File: src/rtl/bsw_pkg.sv
// Shared constants for the B-spline weight and gradient unit.
// No dependencies.
package bsw_pkg;

    localparam int FRAC_BITS_DEF = 16;

    // Configuration register indexes
    localparam logic CFG_KERNEL_MODE   = 1'b0;
    localparam logic CFG_INV_CELL_SIZE = 1'b1;

    localparam logic [23:0] INV_CELL_SIZE_RST = 24'd65536;

    // Kernel modes
    localparam logic KM_QUAD  = 1'b0;
    localparam logic KM_CUBIC = 1'b1;

    // Kernel regions of one axis offset
    localparam logic [1:0] RG_INNER = 2'd0;
    localparam logic [1:0] RG_OUTER = 2'd1;
    localparam logic [1:0] RG_ZERO  = 2'd2;

    // floor(v / 6) = (v * DIV6_M) >> DIV6_K, exact for v < 2^26
    localparam int          DIV6_K = 29;
    localparam logic [26:0] DIV6_M = 27'd89478486;

    localparam logic [16:0] WEIGHT_MAX = 17'h1FFFF;

endpackage

File: src/rtl/bsw_axis.sv
// One axis: offset scaling and kernel / derivative evaluation, six stages.
// Depends on bsw_pkg.
module bsw_axis
    import bsw_pkg::*;
#(
    parameter int FRAC_BITS = FRAC_BITS_DEF
) (
    input  logic                 i_clk,
    input  logic [5:0]           i_en,
    input  logic [31:0]          i_part,
    input  logic [31:0]          i_node,
    input  logic                 i_mode,
    input  logic [23:0]          i_inv,
    output logic [FRAC_BITS:0]   o_w,
    output logic [FRAC_BITS:0]   o_d,
    output logic                 o_dneg
);
    localparam int F  = FRAC_BITS;
    localparam int UW = F + 2;
    localparam logic [UW-1:0] ONE_U    = UW'(1) << F;
    localparam logic [UW-1:0] HALF_U   = UW'(1) << (F - 1);
    localparam logic [UW-1:0] THREEH_U = ONE_U + HALF_U;
    localparam logic [UW-1:0] TWO_U    = UW'(2) << F;
    localparam logic [55:0]   TWO_P    = 56'(2) << F;
    localparam logic [F:0]    QTR3     = (F+1)'((3 << F) >> 2);
    localparam logic [F+2:0]  C23      = (F+3)'((2 << F) / 3);
    localparam logic [F+2:0]  FOUR     = (F+3)'(4) << F;

    // stage 1: |part - node|
    logic [31:0] r1_diff;
    logic        r1_neg;
    always_ff @(posedge i_clk) begin
        if (i_en[0]) begin
            r1_neg  <= i_part < i_node;
            r1_diff <= (i_part < i_node) ? (i_node - i_part) : (i_part - i_node);
        end
    end

    // stage 2: scale by reciprocal cell size
    logic [55:0] r2_prod;
    logic        r2_neg;
    always_ff @(posedge i_clk) begin
        if (i_en[1]) begin
            r2_prod <= 56'(r1_diff) * 56'(i_inv);
            r2_neg  <= r1_neg;
        end
    end

    // stage 3: saturate, pick region, square
    logic [55:0]    hi;
    logic [UW-1:0]  u, a_q, a_c;
    logic [F:0]     m;
    logic [1:0]     rg;
    logic [F-1:0]   um;
    logic [F+2:0]   lin;
    logic [2*F+1:0] p_sq;
    logic [2*F+2:0] p_dm;
    always_comb begin
        hi  = r2_prod >> F;
        u   = (hi > TWO_P) ? TWO_U : hi[UW-1:0];
        a_q = THREEH_U - u;
        a_c = TWO_U - u;
        if (i_mode == KM_QUAD) begin
            if (u < HALF_U) begin
                rg = RG_INNER; m = u[F:0];
            end else if (u < THREEH_U) begin
                rg = RG_OUTER; m = a_q[F:0];
            end else begin
                rg = RG_ZERO;  m = '0;
            end
        end else begin
            if (u < ONE_U) begin
                rg = RG_INNER; m = u[F:0];
            end else if (u < TWO_U) begin
                rg = RG_OUTER; m = a_c[F:0];
            end else begin
                rg = RG_ZERO;  m = '0;
            end
        end
        um   = (i_mode == KM_CUBIC && rg == RG_INNER) ? u[F-1:0] : '0;
        lin  = FOUR - (F+3)'(3) * (F+3)'(um);
        p_sq = (2*F+2)'(m) * (2*F+2)'(m);
        p_dm = (2*F+3)'(um) * (2*F+3)'(lin);
    end

    logic [F:0] r3_m, r3_sq, r3_dm;
    logic [1:0] r3_rg;
    logic       r3_mode, r3_neg;
    always_ff @(posedge i_clk) begin
        if (i_en[2]) begin
            r3_m    <= m;
            r3_sq   <= p_sq[2*F:F];
            r3_dm   <= p_dm[2*F:F];
            r3_rg   <= rg;
            r3_mode <= i_mode;
            r3_neg  <= r2_neg;
        end
    end

    // stage 4: cube
    logic [2*F+1:0] p_cb;
    assign p_cb = (2*F+2)'(r3_sq) * (2*F+2)'(r3_m);

    logic [F:0] r4_m, r4_sq, r4_dm, r4_cb;
    logic [1:0] r4_rg;
    logic       r4_mode, r4_neg;
    always_ff @(posedge i_clk) begin
        if (i_en[3]) begin
            r4_m    <= r3_m;
            r4_sq   <= r3_sq;
            r4_dm   <= r3_dm;
            r4_cb   <= p_cb[2*F:F];
            r4_rg   <= r3_rg;
            r4_mode <= r3_mode;
            r4_neg  <= r3_neg;
        end
    end

    // stage 5: kernel value and derivative per branch; cubic tail starts /6
    logic [F+2:0] ci;
    logic [F:0]   wv, dv;
    always_comb begin
        ci = (F+3)'(r4_cb >> 1) - (F+3)'(r4_sq) + C23;
        wv = '0;
        dv = '0;
        if (r4_mode == KM_QUAD) begin
            if (r4_rg == RG_INNER) begin
                wv = QTR3 - r4_sq;
                dv = {r4_m[F-1:0], 1'b0};
            end else if (r4_rg == RG_OUTER) begin
                wv = r4_sq >> 1;
                dv = r4_m;
            end
        end else begin
            if (r4_rg == RG_INNER) begin
                wv = ci[F+2] ? '0 : ci[F:0];
                dv = r4_dm >> 1;
            end else if (r4_rg == RG_OUTER) begin
                dv = r4_sq >> 1;
            end
        end
    end

    logic [DIV6_K+F:0] r5_divp;
    logic [F:0]        r5_w, r5_d;
    logic              r5_isdiv, r5_neg;
    always_ff @(posedge i_clk) begin
        if (i_en[4]) begin
            r5_divp  <= (DIV6_K+F+1)'(r4_cb) * (DIV6_K+F+1)'(DIV6_M);
            r5_w     <= wv;
            r5_d     <= dv;
            r5_isdiv <= r4_mode == KM_CUBIC && r4_rg == RG_OUTER;
            r5_neg   <= r4_neg;
        end
    end

    // stage 6: finish; derivative is -sign(x) times magnitude
    always_ff @(posedge i_clk) begin
        if (i_en[5]) begin
            o_w    <= r5_isdiv ? r5_divp[DIV6_K+F:DIV6_K] : r5_w;
            o_d    <= r5_d;
            o_dneg <= !r5_neg;
        end
    end

endmodule

File: config.mk
export PLATFORM = sky130hd
export DESIGN_NAME = bsw_axis
export DESIGN_NICKNAME = d
export VERILOG_FILES = /design/src/rtl/bsw_pkg.sv /design/src/rtl/bsw_axis.sv
export SDC_FILE = /design/constraint.sdc
export NUM_CORES = 2
export LEC_CHECK = 0
export ABC_AREA = 0
export BUFFER_PORTS_ARGS = -buffer_cell sky130_fd_sc_hd__clkbuf_2
export CAP_MARGIN = 20
export CELL_PAD_IN_SITES_DETAIL_PLACEMENT = 1
export CELL_PAD_IN_SITES_GLOBAL_PLACEMENT = 2
export CORE_MARGIN = 3
export CORE_UTILIZATION = 47
export CTS_BUF_LIST = sky130_fd_sc_hd__clkbuf_8
export DETAILED_ROUTE_END_ITERATION = 12
export PLACE_DENSITY = 0.88
export SLEW_MARGIN = 20
export SYNTH_ARGS = -nofsm -noshare
export SYNTH_HDL_FRONTEND = slang
export SYNTH_SLANG_ARGS = --single-unit
export TNS_END_PERCENT = 50
File: constraint.sdc
create_clock -name i_clk -period 35.4 [get_ports i_clk]
set_input_delay 7.08 -clock i_clk [delete_from_list [all_inputs] [get_ports i_clk]]
set_output_delay 7.08 -clock i_clk [all_outputs]
set_load 0.02 [all_outputs]
==> impl_metrics.tcl <==
set metrics [dict create \
    period_minus_slack_ns 17.77 \
    ant_nets 0 \
    layout-drive-gt1-share_pct 4.97 \
    finalCritPeriodShare_pct 50.2 \
    wl_met3_um 7330 \
    wl_per_cell_um 20.9 \
    place_congestion 0.876 \
    cts-root-buf "clkbuf_8" \
    grt_antenna_before_repair 5 \
    yosysTopAreaCell "fa_1" \
    grt_pass1_vias 56500 \
    crit_type "input port to register" \
    cts_buffers 55 \
    yosysTopAreaCellShare_pct 40.8 \
    routed_via_density 5.36 \
    fin_nets 9421 \
    floorplan.initialDensity_pct 47.5 \
    io_pins 131 \
    seq_area_frac_synth_pct 12.5 \
    area_growth_pct 5.30 \
    slew_viol_final 0 \
    drcViolationCount 0 \
    fmax_mhz 56.3 \
    worstPathArrival_ns 18.20 \
    synthArstFlopShare_pct 0 \
    yosysMostFrequentCell "inv_1" \
    overflow 0 \
    synthTopCellsByCount "1677 x inv_1, 1398 x fa_1, 1045 x nand2_1" \
    core_area_um2 144000 \
    synthTopCellsByArea "fa_1 41%, ha_1 13%, edfxtp_1 12%" \
    top_layer "met5" \
    cp.required_ns 35.82 \
    place_hpwl_um 156000 \
    synth_edf_count 285 \
    clk_pin_slew_ns 0.06 \
    cts_max_path_buffers 3 \
    cts_hold_buf 0 \
    rows 139 \
    crit_top_cell "fa_1" \
    drt-met1-wl_um 84000 \
    reg2reg_slack_ns 22.14 \
    clk_latency_ns 0.76 \
    die_y_um 388 \
    tns_ns 0 \
    slew_headroom_pct 25.2 \
    status "complete, no violations" \
    wl_um 192000 \
    yosys_register_bits 285 \
    die_x_um 388 \
    fin_skew_ns 0.0760 \
    h-tree-depth 2 \
    grt_setup_unrepaired "false" \
    syn_area_um2 68500 \
    hp-class "register to register" \
    fp.dieArea_um2 150000 \
    ctsResizeCount 0 \
    ys_types 100 \
    tightest_slew_ns 1.12 \
    vias 49100 \
    track_usage_pct 26.1 \
    grt_max_degree 67 \
    dr_wl_met2_um 96400 \
    path_max_fanout 34 \
    grt_pass1_wl_um 311000 \
    port_buffers 130 \
    syn_inst 7231 \
    cts_post_setup_buffers_inserted 0 \
    maxCapViolCount 0 \
    drt_pass1_iterations 5 \
    synth.avg_cell_area_um2 9.48 \
    cts_sinks 285 \
    hold_viol 0 \
    initialDrtViolationCount 2616 \
    cts_tree "yes" \
    final_util_pct 50.0 \
    setup_viol 0 \
    worst_setup_path_end_kind "register" \
    slowest_delay_ns 0.91 \
    synthFlopType "edfxtp_1" \
    startpoint_type "input port" \
    yosysWarningCount 0 \
    cp_slowest_cell "xor2_1" \
]
==> cell families after synthesis <==
kind of cell	count (synthesis)	synth area share (%)
adders and majority gates	2110	53.8
and+or+nand+nor	2003	13.4
buffers and inverters	1971	10.8
AOI/OAI and AO/OA	602	5.73
DFF	285	12.5
xor gates and xnor gates	210	2.73
muxes	48	1.01
other	2	0.0110
==> cell usage in the layout (no fill, tap or decap), types with 55 or more instances in the layout <==
master and n:
and2_1 350, ha_1 712, clkbuf_8 55, edfxtp_1 285, o21ai_0 98, clkbuf_2 129, buf_4 74, xnor2_1 128
xor2_1 75, nor2_1 308, a21o_1 90, fa_1 1398, nand2_1 1045, inv_1 1688, a21oi_1 193
==> critical path: cells and delay by family <==
kind,cells,cell delay [ns]
fa+ha+maj,9,3.87
compound gates,13,2.78
simple gates,8,2.28
buf+inv,7,1.16
xor+xnor,2,0.99
==> final cells by class <==
| cell class | count | area (um^2) |
|---|---|---|
| antenna | 1 | 2.50 |
| clock buffer | 55 | 757 |
| clock inverter | 45 | 309 |
| fill | 16500 | 72000 |
| inverter | 1685 | 6320 |
| multi-input combinational | 4984 | 52600 |
| sequential | 285 | 8560 |
| tap | 1903 | 2380 |
| timing repair buffer | 204 | 1220 |
==> sequential cells by signal (all words and copies together) (netlist names), 2 cells and up <==
register  cells
r4_dm        16
r4_rg         2
r3_dm        16
r5_d         17
r1_diff      32
r5_divp      15
r2_prod      40
o_w          17
o_d          17
r3_rg         2
r3_sq        17
r4_cb        17
r5_w         17
r4_m         17
r3_m         17
r4_sq        17
==> per-layer routing <==
metal	global-route usage [%]	vias to the layer above
met5	0	-
met2	45.6	955
li1	-	21900
met1	35.5	26000
met3	2.10	259
met4	5.72	4
==> final timing paths <==
check / from / end / cells after the start
max: i_mode / r3_dm[16] / 39
max reg2reg: r2_prod[34] / r3_dm[16] / 42
min: r3_dm[10] / r4_dm[10] / 0
min reg2reg: r3_dm[10] / r4_dm[10] / 0
==> metrics by stage <==
stage                     cells  cell area (um^2)  worst slack, ns  hold WS [ns]
after CTS                  9160             72100            17.60         0.348
after detailed placement   9060             71100            16.82         0.406
after global placement     9060             71000            17.14         0.404
final                      9162             72200            17.63         0.367
after global routing       9162             72200            16.83         0.374
after floorplan            7240             68600            19.06         0.400
Power is left out: the tool's default activity adds up to more than one toggle a clock period on the data nets, which glitch-free logic cannot reach.
